<file path="src/sv/sfe_pkg.sv">
// Shared types and constants for the SPS frame size extractor.
// Microprogram counter codes, control word layout, status codes.
// No dependencies.
package sfe_pkg;

  localparam int unsigned MaxPrefixZeros = 32;
  localparam int unsigned LzW = $clog2(MaxPrefixZeros + 1);
  localparam int unsigned AccW = 33;
  localparam int unsigned PhW = 5;
  localparam int unsigned IdxW = 3;

  localparam logic [7:0] ProfileBase = 8'd66;
  localparam logic [7:0] ProfileHigh = 8'd100;
  localparam logic [IdxW-1:0] ProfileIdx = 3'd1;
  localparam logic [IdxW-1:0] BaseStartIdx = 3'd4;
  localparam logic [IdxW-1:0] HighStartIdx = 3'd5;
  localparam logic [IdxW-1:0] IdxMax = 3'd7;

  typedef logic [PhW-1:0] phase_t;

  localparam phase_t PH_HEADER      = 5'd0;
  localparam phase_t PH_WAIT_BASE   = 5'd1;
  localparam phase_t PH_WAIT_HIGH   = 5'd2;
  localparam phase_t PH_SET_ID      = 5'd3;
  localparam phase_t PH_FRAME_NUM   = 5'd4;
  localparam phase_t PH_ORDER_TYPE  = 5'd5;
  localparam phase_t PH_POC_LSB     = 5'd6;
  localparam phase_t PH_NUM_REF0    = 5'd7;
  localparam phase_t PH_ZERO_FLAG   = 5'd8;
  localparam phase_t PH_OFF_NONREF  = 5'd9;
  localparam phase_t PH_OFF_TB      = 5'd10;
  localparam phase_t PH_CYCLE_COUNT = 5'd11;
  localparam phase_t PH_CYCLE_ENTRY = 5'd12;
  localparam phase_t PH_NUM_REF1    = 5'd13;
  localparam phase_t PH_GAP_FLAG    = 5'd14;
  localparam phase_t PH_WIDTH       = 5'd15;
  localparam phase_t PH_HEIGHT      = 5'd16;
  localparam phase_t PH_DONE        = 5'd17;

  localparam logic [1:0] STAT_OK      = 2'd0;
  localparam logic [1:0] STAT_PROFILE = 2'd1;
  localparam logic [1:0] STAT_ORDER   = 2'd2;
  localparam logic [1:0] STAT_TRUNC   = 2'd3;

  typedef enum logic {
    K_CODE = 1'b0,
    K_FLAG = 1'b1
  } kind_e;

  typedef enum logic [2:0] {
    ACT_NEXT   = 3'd0,
    ACT_ORDER  = 3'd1,
    ACT_CNT    = 3'd2,
    ACT_ENTRY  = 3'd3,
    ACT_WIDTH  = 3'd4,
    ACT_HEIGHT = 3'd5
  } act_e;

  typedef struct packed {
    kind_e  kind;
    act_e   act;
    phase_t nxt;
    phase_t alt;
  } ucw_t;

  typedef struct packed {
    logic       hdr;
    logic [7:0] hdr_byte;
    logic       bit_en;
    logic       bit_val;
    logic       finish;
    logic       last;
  } cmd_t;

  typedef struct packed {
    logic active;
    logic pend;
    logic sent;
  } stat_t;

endpackage

</file>
<file path="src/sv/sfe_ucode_rom.sv">
// Control store: one control word per parse step.
// Depends on sfe_pkg.
module sfe_ucode_rom
  import sfe_pkg::*;
(
  input  phase_t phase_i,
  output ucw_t   cw_o
);

  always_comb begin
    unique case (phase_i)
      PH_SET_ID:      cw_o = '{K_CODE, ACT_NEXT,   PH_FRAME_NUM,   PH_DONE};
      PH_FRAME_NUM:   cw_o = '{K_CODE, ACT_NEXT,   PH_ORDER_TYPE,  PH_DONE};
      PH_ORDER_TYPE:  cw_o = '{K_CODE, ACT_ORDER,  PH_POC_LSB,     PH_ZERO_FLAG};
      PH_POC_LSB:     cw_o = '{K_CODE, ACT_NEXT,   PH_NUM_REF0,    PH_DONE};
      PH_NUM_REF0:    cw_o = '{K_CODE, ACT_NEXT,   PH_GAP_FLAG,    PH_DONE};
      PH_ZERO_FLAG:   cw_o = '{K_FLAG, ACT_NEXT,   PH_OFF_NONREF,  PH_DONE};
      PH_OFF_NONREF:  cw_o = '{K_CODE, ACT_NEXT,   PH_OFF_TB,      PH_DONE};
      PH_OFF_TB:      cw_o = '{K_CODE, ACT_NEXT,   PH_CYCLE_COUNT, PH_DONE};
      PH_CYCLE_COUNT: cw_o = '{K_CODE, ACT_CNT,    PH_CYCLE_ENTRY, PH_NUM_REF1};
      PH_CYCLE_ENTRY: cw_o = '{K_CODE, ACT_ENTRY,  PH_CYCLE_ENTRY, PH_NUM_REF1};
      PH_NUM_REF1:    cw_o = '{K_CODE, ACT_NEXT,   PH_GAP_FLAG,    PH_DONE};
      PH_GAP_FLAG:    cw_o = '{K_FLAG, ACT_NEXT,   PH_WIDTH,       PH_DONE};
      PH_WIDTH:       cw_o = '{K_CODE, ACT_WIDTH,  PH_HEIGHT,      PH_DONE};
      PH_HEIGHT:      cw_o = '{K_CODE, ACT_HEIGHT, PH_DONE,        PH_DONE};
      default:        cw_o = '{K_CODE, ACT_NEXT,   PH_DONE,        PH_DONE};
    endcase
  end

endmodule

</file>
<file path="src/sv/sfe_bit_engine.sv">
// Parse datapath: step counter, Exp-Golomb prefix/suffix unit, held values.
// Executes the control word from sfe_ucode_rom; depends on sfe_pkg.
module sfe_bit_engine
  import sfe_pkg::*;
(
  input  logic        clk_i,
  input  logic        rst_ni,
  input  cmd_t        cmd_i,
  output stat_t       stat_o,
  output logic [15:0] pend_w_o,
  output logic [15:0] pend_h_o,
  output logic [1:0]  pend_s_o
);

  localparam logic [LzW-1:0] MaxLz = LzW'(MaxPrefixZeros);

  phase_t              phase_q, phase_d;
  logic [IdxW-1:0]     idx_q, idx_d;
  logic [LzW-1:0]      lz_q, lz_d;
  logic [LzW-1:0]      sbl_q, sbl_d;
  logic                sfx_q, sfx_d;
  logic [AccW-1:0]     acc_q, acc_d;
  logic [31:0]         cyc_q, cyc_d;
  logic [15:0]         wid_q, wid_d;
  logic                sent_q, sent_d;
  logic                pend_q, pend_d;
  logic [15:0]         pw_q, pw_d;
  logic [15:0]         ph_q, ph_d;
  logic [1:0]          ps_q, ps_d;

  ucw_t                cw;
  logic [AccW-1:0]     acc_sh;
  logic [AccW-1:0]     vp1;
  logic [31:0]         v;
  logic [15:0]         scl;
  logic                code_hit;
  logic                emit;
  logic [15:0]         ew, eh;
  logic [1:0]          es;

  sfe_ucode_rom u_rom (
    .phase_i (phase_q),
    .cw_o    (cw)
  );

  assign acc_sh = {acc_q[AccW-2:0], cmd_i.bit_val};
  assign v      = (vp1[AccW-1:32] != '0) ? '1 : (vp1[31:0] - 32'd1);
  assign scl    = (vp1[AccW-1:12] != '0) ? 16'hFFFF : {vp1[11:0], 4'b0000};

  always_comb begin
    phase_d  = phase_q;
    idx_d    = idx_q;
    lz_d     = lz_q;
    sbl_d    = sbl_q;
    sfx_d    = sfx_q;
    acc_d    = acc_q;
    cyc_d    = cyc_q;
    wid_d    = wid_q;
    sent_d   = sent_q;
    pend_d   = pend_q;
    pw_d     = pw_q;
    ph_d     = ph_q;
    ps_d     = ps_q;
    code_hit = 1'b0;
    vp1      = AccW'(1);
    emit     = 1'b0;
    ew       = '0;
    eh       = '0;
    es       = STAT_OK;

    if (cmd_i.hdr) begin
      if (phase_q == PH_HEADER) begin
        if (idx_q == ProfileIdx) begin
          if (cmd_i.hdr_byte == ProfileBase) begin
            phase_d = PH_WAIT_BASE;
          end else if (cmd_i.hdr_byte == ProfileHigh) begin
            phase_d = PH_WAIT_HIGH;
          end else begin
            emit = 1'b1;
            es   = STAT_PROFILE;
          end
        end
      end else if (phase_q == PH_WAIT_BASE && idx_q == BaseStartIdx) begin
        phase_d = PH_SET_ID;
      end else if (phase_q == PH_WAIT_HIGH && idx_q == HighStartIdx) begin
        phase_d = PH_FRAME_NUM;
      end
    end

    if (cmd_i.bit_en) begin
      if (cw.kind == K_FLAG) begin
        phase_d = cw.nxt;
      end else if (!sfx_q) begin
        if (!cmd_i.bit_val && lz_q < MaxLz) begin
          lz_d = lz_q + LzW'(1);
        end else if (lz_q == '0) begin
          code_hit = 1'b1;
        end else begin
          sfx_d = 1'b1;
          sbl_d = lz_q;
          acc_d = AccW'(1);
        end
      end else begin
        acc_d = acc_sh;
        sbl_d = sbl_q - LzW'(1);
        if (sbl_q == LzW'(1)) begin
          sfx_d    = 1'b0;
          lz_d     = '0;
          code_hit = 1'b1;
          vp1      = acc_sh;
        end
      end
    end

    if (code_hit) begin
      unique case (cw.act)
        ACT_NEXT: phase_d = cw.nxt;
        ACT_ORDER: begin
          if (v == 32'd0) begin
            phase_d = cw.nxt;
          end else if (v == 32'd1) begin
            phase_d = cw.alt;
          end else begin
            emit = 1'b1;
            es   = STAT_ORDER;
          end
        end
        ACT_CNT: begin
          cyc_d   = v;
          phase_d = (v == 32'd0) ? cw.alt : cw.nxt;
        end
        ACT_ENTRY: begin
          cyc_d   = cyc_q - 32'd1;
          phase_d = (cyc_q == 32'd1) ? cw.alt : cw.nxt;
        end
        ACT_WIDTH: begin
          wid_d   = scl;
          phase_d = cw.nxt;
        end
        ACT_HEIGHT: begin
          emit = 1'b1;
          ew   = wid_q;
          eh   = scl;
          es   = STAT_OK;
        end
        default: phase_d = PH_DONE;
      endcase
    end

    if (emit) begin
      pend_d  = 1'b1;
      pw_d    = ew;
      ph_d    = eh;
      ps_d    = es;
      sent_d  = 1'b1;
      phase_d = PH_DONE;
    end

    if (cmd_i.finish) begin
      pend_d = 1'b0;
      if (idx_q != IdxMax) begin
        idx_d = idx_q + IdxW'(1);
      end
      if (cmd_i.last) begin
        phase_d = PH_HEADER;
        idx_d   = '0;
        lz_d    = '0;
        sbl_d   = '0;
        sfx_d   = 1'b0;
        acc_d   = '0;
        cyc_d   = '0;
        wid_d   = '0;
        sent_d  = 1'b0;
      end
    end
  end

  always_ff @(posedge clk_i or negedge rst_ni) begin
    if (!rst_ni) begin
      phase_q <= PH_HEADER;
      idx_q   <= '0;
      lz_q    <= '0;
      sbl_q   <= '0;
      sfx_q   <= 1'b0;
      acc_q   <= '0;
      cyc_q   <= '0;
      wid_q   <= '0;
      sent_q  <= 1'b0;
      pend_q  <= 1'b0;
    end else begin
      phase_q <= phase_d;
      idx_q   <= idx_d;
      lz_q    <= lz_d;
      sbl_q   <= sbl_d;
      sfx_q   <= sfx_d;
      acc_q   <= acc_d;
      cyc_q   <= cyc_d;
      wid_q   <= wid_d;
      sent_q  <= sent_d;
      pend_q  <= pend_d;
    end
  end

  always_ff @(posedge clk_i) begin
    pw_q <= pw_d;
    ph_q <= ph_d;
    ps_q <= ps_d;
  end

  assign stat_o.active = (phase_q >= PH_SET_ID) && (phase_q < PH_DONE);
  assign stat_o.pend   = pend_q;
  assign stat_o.sent   = sent_q;
  assign pend_w_o      = pw_q;
  assign pend_h_o      = ph_q;
  assign pend_s_o      = ps_q;

endmodule

</file>
<file path="src/sv/h264_sps_frame_size_extractor_top.sv">
// Channel  | dir | handshake           | beat fields
// in       | in  | in_valid_i/in_stall_o   | data_byte_i, last_byte_i
// out      | out | out_valid_o/out_stall_i | frame_width_o, frame_height_o, parse_status_o
//
// A byte in the parse window is accepted, runs up to 8 bit steps through the
// Exp-Golomb engine (one code bit per cycle), then finishes. A result that ends the parse
// mid-byte cuts the bit steps short; the sequencer notices it before it finishes.
// Bytes outside the parse window take no bit steps.
// Finish waits while a result is due and the output register is held by stall.
// Reset clears the parser to the header step; last_byte re-arms it.
// Top level: byte sequencer and output register; uses sfe_bit_engine, sfe_pkg.
module h264_sps_frame_size_extractor_top
  import sfe_pkg::*;
(
  input  logic        clk_i,
  input  logic        rst_ni,
  input  logic        in_valid_i,
  output logic        in_stall_o,
  input  logic [7:0]  data_byte_i,
  input  logic        last_byte_i,
  output logic        out_valid_o,
  input  logic        out_stall_i,
  output logic [15:0] frame_width_o,
  output logic [15:0] frame_height_o,
  output logic [1:0]  parse_status_o
);

  typedef enum logic [2:0] {
    ST_IDLE = 3'b001,
    ST_BITS = 3'b010,
    ST_FIN  = 3'b100
  } state_e;

  state_e      state_q, state_d;
  logic [2:0]  cnt_q, cnt_d;
  logic [7:0]  data_q;
  logic        last_q;
  logic        out_valid_q, out_valid_d;
  logic [15:0] ow_q, oh_q;
  logic [1:0]  os_q;
  logic        load;
  logic        need;
  cmd_t        cmd;
  stat_t       st;
  logic [15:0] pend_w, pend_h;
  logic [1:0]  pend_s;

  sfe_bit_engine u_eng (
    .clk_i    (clk_i),
    .rst_ni   (rst_ni),
    .cmd_i    (cmd),
    .stat_o   (st),
    .pend_w_o (pend_w),
    .pend_h_o (pend_h),
    .pend_s_o (pend_s)
  );

  assign in_stall_o = (state_q != ST_IDLE);
  assign need       = st.pend || (last_q && !st.sent);

  always_comb begin
    state_d = state_q;
    cnt_d   = cnt_q;
    cmd     = '0;
    load    = 1'b0;
    unique case (state_q)
      ST_IDLE: begin
        if (in_valid_i) begin
          cmd.hdr      = 1'b1;
          cmd.hdr_byte = data_byte_i;
          cnt_d        = 3'd7;
          state_d      = ST_BITS;
        end
      end
      ST_BITS: begin
        if (!st.active) begin
          state_d = ST_FIN;
        end else begin
          cmd.bit_en  = 1'b1;
          cmd.bit_val = data_q[cnt_q];
          if (cnt_q == 3'd0) begin
            state_d = ST_FIN;
          end else begin
            cnt_d = cnt_q - 3'd1;
          end
        end
      end
      ST_FIN: begin
        if (!(need && out_valid_q && out_stall_i)) begin
          cmd.finish = 1'b1;
          cmd.last   = last_q;
          load       = need;
          state_d    = ST_IDLE;
        end
      end
      default: state_d = ST_IDLE;
    endcase
  end

  always_comb begin
    out_valid_d = out_valid_q;
    if (out_valid_q && !out_stall_i) begin
      out_valid_d = 1'b0;
    end
    if (load) begin
      out_valid_d = 1'b1;
    end
  end

  always_ff @(posedge clk_i or negedge rst_ni) begin
    if (!rst_ni) begin
      state_q     <= ST_IDLE;
      cnt_q       <= '0;
      out_valid_q <= 1'b0;
    end else begin
      state_q     <= state_d;
      cnt_q       <= cnt_d;
      out_valid_q <= out_valid_d;
    end
  end

  always_ff @(posedge clk_i) begin
    if (state_q == ST_IDLE && in_valid_i) begin
      data_q <= data_byte_i;
      last_q <= last_byte_i;
    end
    if (load) begin
      ow_q <= st.pend ? pend_w : 16'd0;
      oh_q <= st.pend ? pend_h : 16'd0;
      os_q <= st.pend ? pend_s : STAT_TRUNC;
    end
  end

  assign out_valid_o    = out_valid_q;
  assign frame_width_o  = ow_q;
  assign frame_height_o = oh_q;
  assign parse_status_o = os_q;

endmodule

</file>
<file path="config.mk">
export PLATFORM = sky130hd
export DESIGN_NAME = h264_sps_frame_size_extractor_top
export DESIGN_NICKNAME = d
export VERILOG_FILES = /design/src/sv/sfe_pkg.sv /design/src/sv/sfe_ucode_rom.sv /design/src/sv/sfe_bit_engine.sv /design/src/sv/h264_sps_frame_size_extractor_top.sv
export SDC_FILE = /design/constraint.sdc
export NUM_CORES = 1
export LEC_CHECK = 0
export BUFFER_PORTS_ARGS = -buffer_cell sky130_fd_sc_hd__buf_2
export CAP_MARGIN = 20
export CORE_ASPECT_RATIO = 1.4
export CORE_UTILIZATION = 30
export DETAILED_ROUTE_END_ITERATION = 10
export PLACE_DENSITY = 0.41
export SLEW_MARGIN = 20
export SYNTH_ARGS = -nofsm -noshare
export SYNTH_HDL_FRONTEND = slang
export SYNTH_HIERARCHICAL = 1
export SYNTH_SLANG_ARGS = --single-unit
</file>
<file path="constraint.sdc">
create_clock -name clk_i -period 6.93 [get_ports clk_i]
set_clock_uncertainty 0.1 [all_clocks]
set_input_delay 0.693 -clock clk_i [delete_from_list [all_inputs] [get_ports clk_i]]
set_output_delay 0.693 -clock clk_i [all_outputs]
set_load 0.05 [all_outputs]
</file>
* Yosys cells after proc, flatten, opt, wreduce, memory -nomap -nowiden
Memories as Yosys holds them, arrays and structs flattened.
Cells that the tools add are included.
** Storage, ports and cells
- Output and inout port bits :: 36
- Memories kept :: 1
- Logic and storage cells :: 198
- Memory bits (read-only) :: 416
- Bits in registers :: 188
- Input port bits :: 13
** Memory list
- (no name shown) :: depth 32, bits a word 13, read ports 1, clocked after Yosys merged registers in 0, wr ports 0, RTL line sfe_ucode_rom.sv:11 : unique case (phase_i)
** Operators by class
- Muxes and demuxes :: 113
- Add/sub/neg operators :: 6
- Magnitude comparators :: 4
- Equality and inequality tests :: 25
- Reduce and logical (&&, ||, !) cells :: 28
** Operators by type and width (number)
- $mux 33 :: 11
- $mux 32 :: 4
- $mux 5 :: 17
- $mux 6 :: 14
- $mux 16 :: 5
- $eq 32x1->1 const B :: 2
- $pmux 32 s2 :: 1
- $sub 32x1->32 const B :: 2
- $mux 1 :: 33
- $logic_not 32->1 :: 1
- $mux 3 :: 9
- $pmux 5 s5 :: 1
- $mux 2 :: 11
- $reduce_bool 21->1 :: 1
- $mux 9 :: 2
- $eq 8x7->1 const B :: 2
- $eq 3x3->1 const B :: 5
- $eq 3x1->1 const B :: 3
- $eq 3x2->1 const B :: 3
- $logic_and 1x1->1 :: 9
- $pmux 3 s3 :: 1
- $ne 2x2->1 const B :: 4
- $reduce_bool 2->1 :: 4
- $add 6x1->6 const B :: 1
- 25 further kinds :: 30

* Depth between registers and ports, before layout
- Depth after elaboration :: 18
- Gate-level depth with buffers :: 21

* Cells and area by module
Netlist, hierarchy kept.
** By module, submodules not included
- sfe_bit_engine :: times used 1, cells each 1020, area an instance 8501.9 µm²
- h264_sps_frame_size_extractor_top :: times used 1, cells each 145, area an instance 2090.8 µm²
- sfe_ucode_rom :: times used 1, cells each 45, area an instance 311.5 µm²

* Worst setup path after synthesis
No wires, ideal clock.
- Path type :: reg-to-reg
- Start point :: register u_eng.phase_q[1]
- End point :: register u_eng.phase_q[0]
- Library setup time :: 0.125 ns
- Clock period less this slack :: 5.733 ns
- Stages on the path, launching flop included :: 21
- Path slack :: 1.197 ns
- Arrival :: 5.508 ns
- Path buffers :: 3
- Cells stage by stage :: dfrtp_1 > nor3_1 > nand3b_1 > o21ai_0 > and4bb_2 > nand3b_1 > nor3_2 > clkbuf_1 > clkbuf_1 > buf_1 > nand2_1 > ha_1 > nor3b_1 > and4_1 > o2bb2ai_1 > a211oi_1 > or4b_1 > nor3_2 > and4_1 > o21bai_2 > o31a_1
** RTL lines
- start: declaration :: RTL line sfe_bit_engine.sv:17 : phase_t phase_q, phase_d;
- start signal: assignment :: RTL line sfe_bit_engine.sv:191 : phase_q <= phase_d;

==> qor.yml <==
ios: 49
worst_pin_slew_ns: 1.12
max_stage_delay_ns: 0.97
cpMaxStageDelayCell: "o41ai_1"
synth-seq-cells: 184
grt_max_degree: 61
period_minus_slack_ns: 5.85
fp.dieH_um: 228
critPathKind: "register to register"
seq_area_um2: 4980
intPower_w: 0.00202
antenna_found_initial: 0
area_delta_synth_final_pct: 11.8
num_rows: 82
synth_nets: 1242
synth_edf_count: 74
switching_share: 0.390
cts_tree: "yes"
numCtsBuffers: 17
post_cts_resize_count: 0
dr.pass1.iters: 5
comb_power_share: 0.259
gp_congestion: 0.801
crit_required_ns: 7.17
timing.fmax_mhz: 171
drc: 0
cap_violations: 0
synthCells: 1210
avgSynthCellArea_um2: 9.01
synth.cell_area_um2: 10900
h-tree-depth: 4
hold_viol: 0
multiInputGateArea_um2: 5470
crit_chain: "nor3_1 -> nand3b_1 -> o21ai_0 -> and4bb_2 -> o21ai_0 -> nor3_2 -> nor3_1 -> nand4_1 -> buf_4 -> or4_1 -> nor3_1 -> xor2_1 -> o41ai_1 -> nand4b_2 -> o21ai_0 -> o22ai_1 -> o31a_1"
r2r-start: "u_eng/phase_q[2]$_DFF_PN0_"
seq_power_share: 0.428
overflow: 0
fill_cells: 3727
hold_path_class: "input pin to async pin"
cts.sinks: 184
grt_pass1_wl_um: 53500
die_area_um2: 37100
irDropWorstVdd_mv: 0.146
critPathArrivalTime_ns: 6.10
path_clk_slew_ns: 0.09
die_w_um: 163
final_nets: 1238
finalCritPeriodShare: 0.845
core_um2: 35800
num_antenna_cells: 0
initial_core_util: 0.305
ys_seq_area_frac: 0.456
yosys_warnings: 6
gr-usage-all-layers: 0.189
clockPowerShare: 0.313
post-dp-hpwl_um: 23100
cts-root-buf: "clkbuf_16"
wirelength_um: 33600
wl_per_cell_um: 20.0
async_reset_ff_frac: 0.598
status: "completed"
clk_latency_ns: 0.45
grt_pass1_vias: 9118
final_cell_mix: "nor2_1, nand2_1, dfrtp_1"
power_switching_w: 0.00129
crit_path_start_kind: "register"
tns_ns: 0
leakage_nw: 4.49
crit_path_max_fanout: 20
ant_nets: 0
clockBufferDepth: 2
layout_commonest_cell: "nor2_1"
max-slew-margin-rel: 0.246
place_area_um2: 11500
drtIter0Drc: 628
setup_viol: 0
post-cts-setup-buffers: 0
cts_hold_repair.buffers: 0
drive_gt1_frac: 0.112
ys_types: 83
power_density_nw_per_um2: 272
holdWs_ns: 0.191
drv_slew: 0
cp-startpoint: "u_eng/phase_q[2]$_DFF_PN0_"
synth_ff_type: "dfrtp_1"
rsz0062_at_grt: "false"
via_per_inst: 5.42
power_w: 0.00331
num_vias: 9111
design_area_um2: 12200
end_kind: "register"
io_buffers: 48
==> synthesized netlist by cell type (all sizes together), types with 14 or more instances <==
library cell,number,share of area
a211oi,24,0.017
buf,21,0.012
nand2b,16,0.0092
a21oi,89,0.041
and2,62,0.036
nor2,127,0.044
nand2,117,0.040
mux2i,17,0.016
dfrtp,109,0.25
inv,26,0.0089
edfxtp,74,0.20
o21ai,71,0.033
clkbuf,71,0.024
nor2b,14,0.0080
ha,19,0.022
nand3,54,0.025
nor3,46,0.022
nor4,32,0.022
==> power groups by stage <==
| stage | sequential [W] | clock (W) | combinational [W] |
|---|---|---|---|
| finish | 0.00142 | 0.00104 | 0.000859 |
| global route | 0.00144 | 0.00111 | 0.000955 |
| CTS | 0.00142 | 0.00107 | 0.000861 |
| detailed placement | 0.00144 | 0 | 0.000857 |
| global placement | 0.00145 | 0 | 0.000864 |
| floorplan | 0.00131 | 0 | 0.000696 |
==> worst max-delay path: cells and delay by family (launching register included) <==
kind / cells / cell delay [ns]
and+or+nand+nor: 9 / 2.59
AOI/OAI and AO/OA: 6 / 1.94
DFF: 1 / 0.75
buffers and inverters: 1 / 0.22
xor gates and xnor gates: 1 / 0.12
==> per-layer routing <==
metal | GRT usage | part of all wire
met5 | 0 | 0
met4 | 0.0736 | 0.028
met3 | 0.0246 | 0.025
met2 | 0.338 | 0.51
met1 | 0.227 | 0.43
==> through the flow <==
stage | util | setup WS (ns) | cells
after floorplan | - | 1.20 | 1210
after global placement | 0.321 | 1.11 | 1646
after detailed placement | 0.322 | 1.05 | 1647
after CTS | 0.339 | 1.02 | 1679
after global routing | 0.341 | 0.713 | 1681
final | 0.341 | 1.08 | 1681
==> cells by family after synthesis <==
family | count (synthesis) | share of synthesized area
xor gates and xnor gates | 21 | 0.0169
muxes | 22 | 0.0218
buffers and inverters | 118 | 0.0458
DFF | 184 | 0.456
other | 1 | 0.000344
adders and majority gates | 19 | 0.0218
and+or+nand+nor | 543 | 0.259
AOI/OAI and AO/OA | 302 | 0.178
==> path summary, 6_finish.rpt <==
path | cells past startpoint | slack (ns) | to
worst max-delay path | 17 | 1.08 | u_eng/phase_q[0]$_DFF_PN0_
max in group asynchronous | 2 | 5.17 | u_eng/lz_q[0]$_DFF_PN0_
worst min-delay path | 1 | 0.19 | u_eng/wid_q[14]$_DFF_PN0_
worst min register to register | 1 | 0.41 | parse_status_o[1]$_SDFFCE_PN1P_
min in group clk_i | 1 | 0.33 | data_q[4]$_DFFE_PP_
worst max register to register | 17 | 1.08 | u_eng/phase_q[0]$_DFF_PN0_
==> flip-flops by register name, summed over array words and instances (netlist names) <==
register and flops:
cnt_q 3, data_q 8, frame_height_o 16, frame_width_o 16, last_q 1, out_valid_o 1, parse_status_o 2, state_q 3
u_eng/acc_q 32, u_eng/cyc_q 32, u_eng/idx_q 3, u_eng/lz_q 6, u_eng/pend_h_o 13, u_eng/pend_q 1, u_eng/pend_s_o 2, u_eng/pend_w_o 16
u_eng/phase_q 5, u_eng/sbl_q 6, u_eng/sent_q 1, u_eng/sfx_q 1, u_eng/wid_q 16
==> cell type report <==
| class | instances | area share |
|---|---|---|
| timing repair buffer | 69 | 0.0365 |
| clock inverter | 15 | 0.0165 |
| tap | 462 | 0.0474 |
| sequential | 184 | 0.408 |
| inverter | 26 | 0.00800 |
| clock buffer | 17 | 0.0349 |
| multi-input combinational | 908 | 0.449 |
No activity file was read; power rests on OpenSTA's default activity.
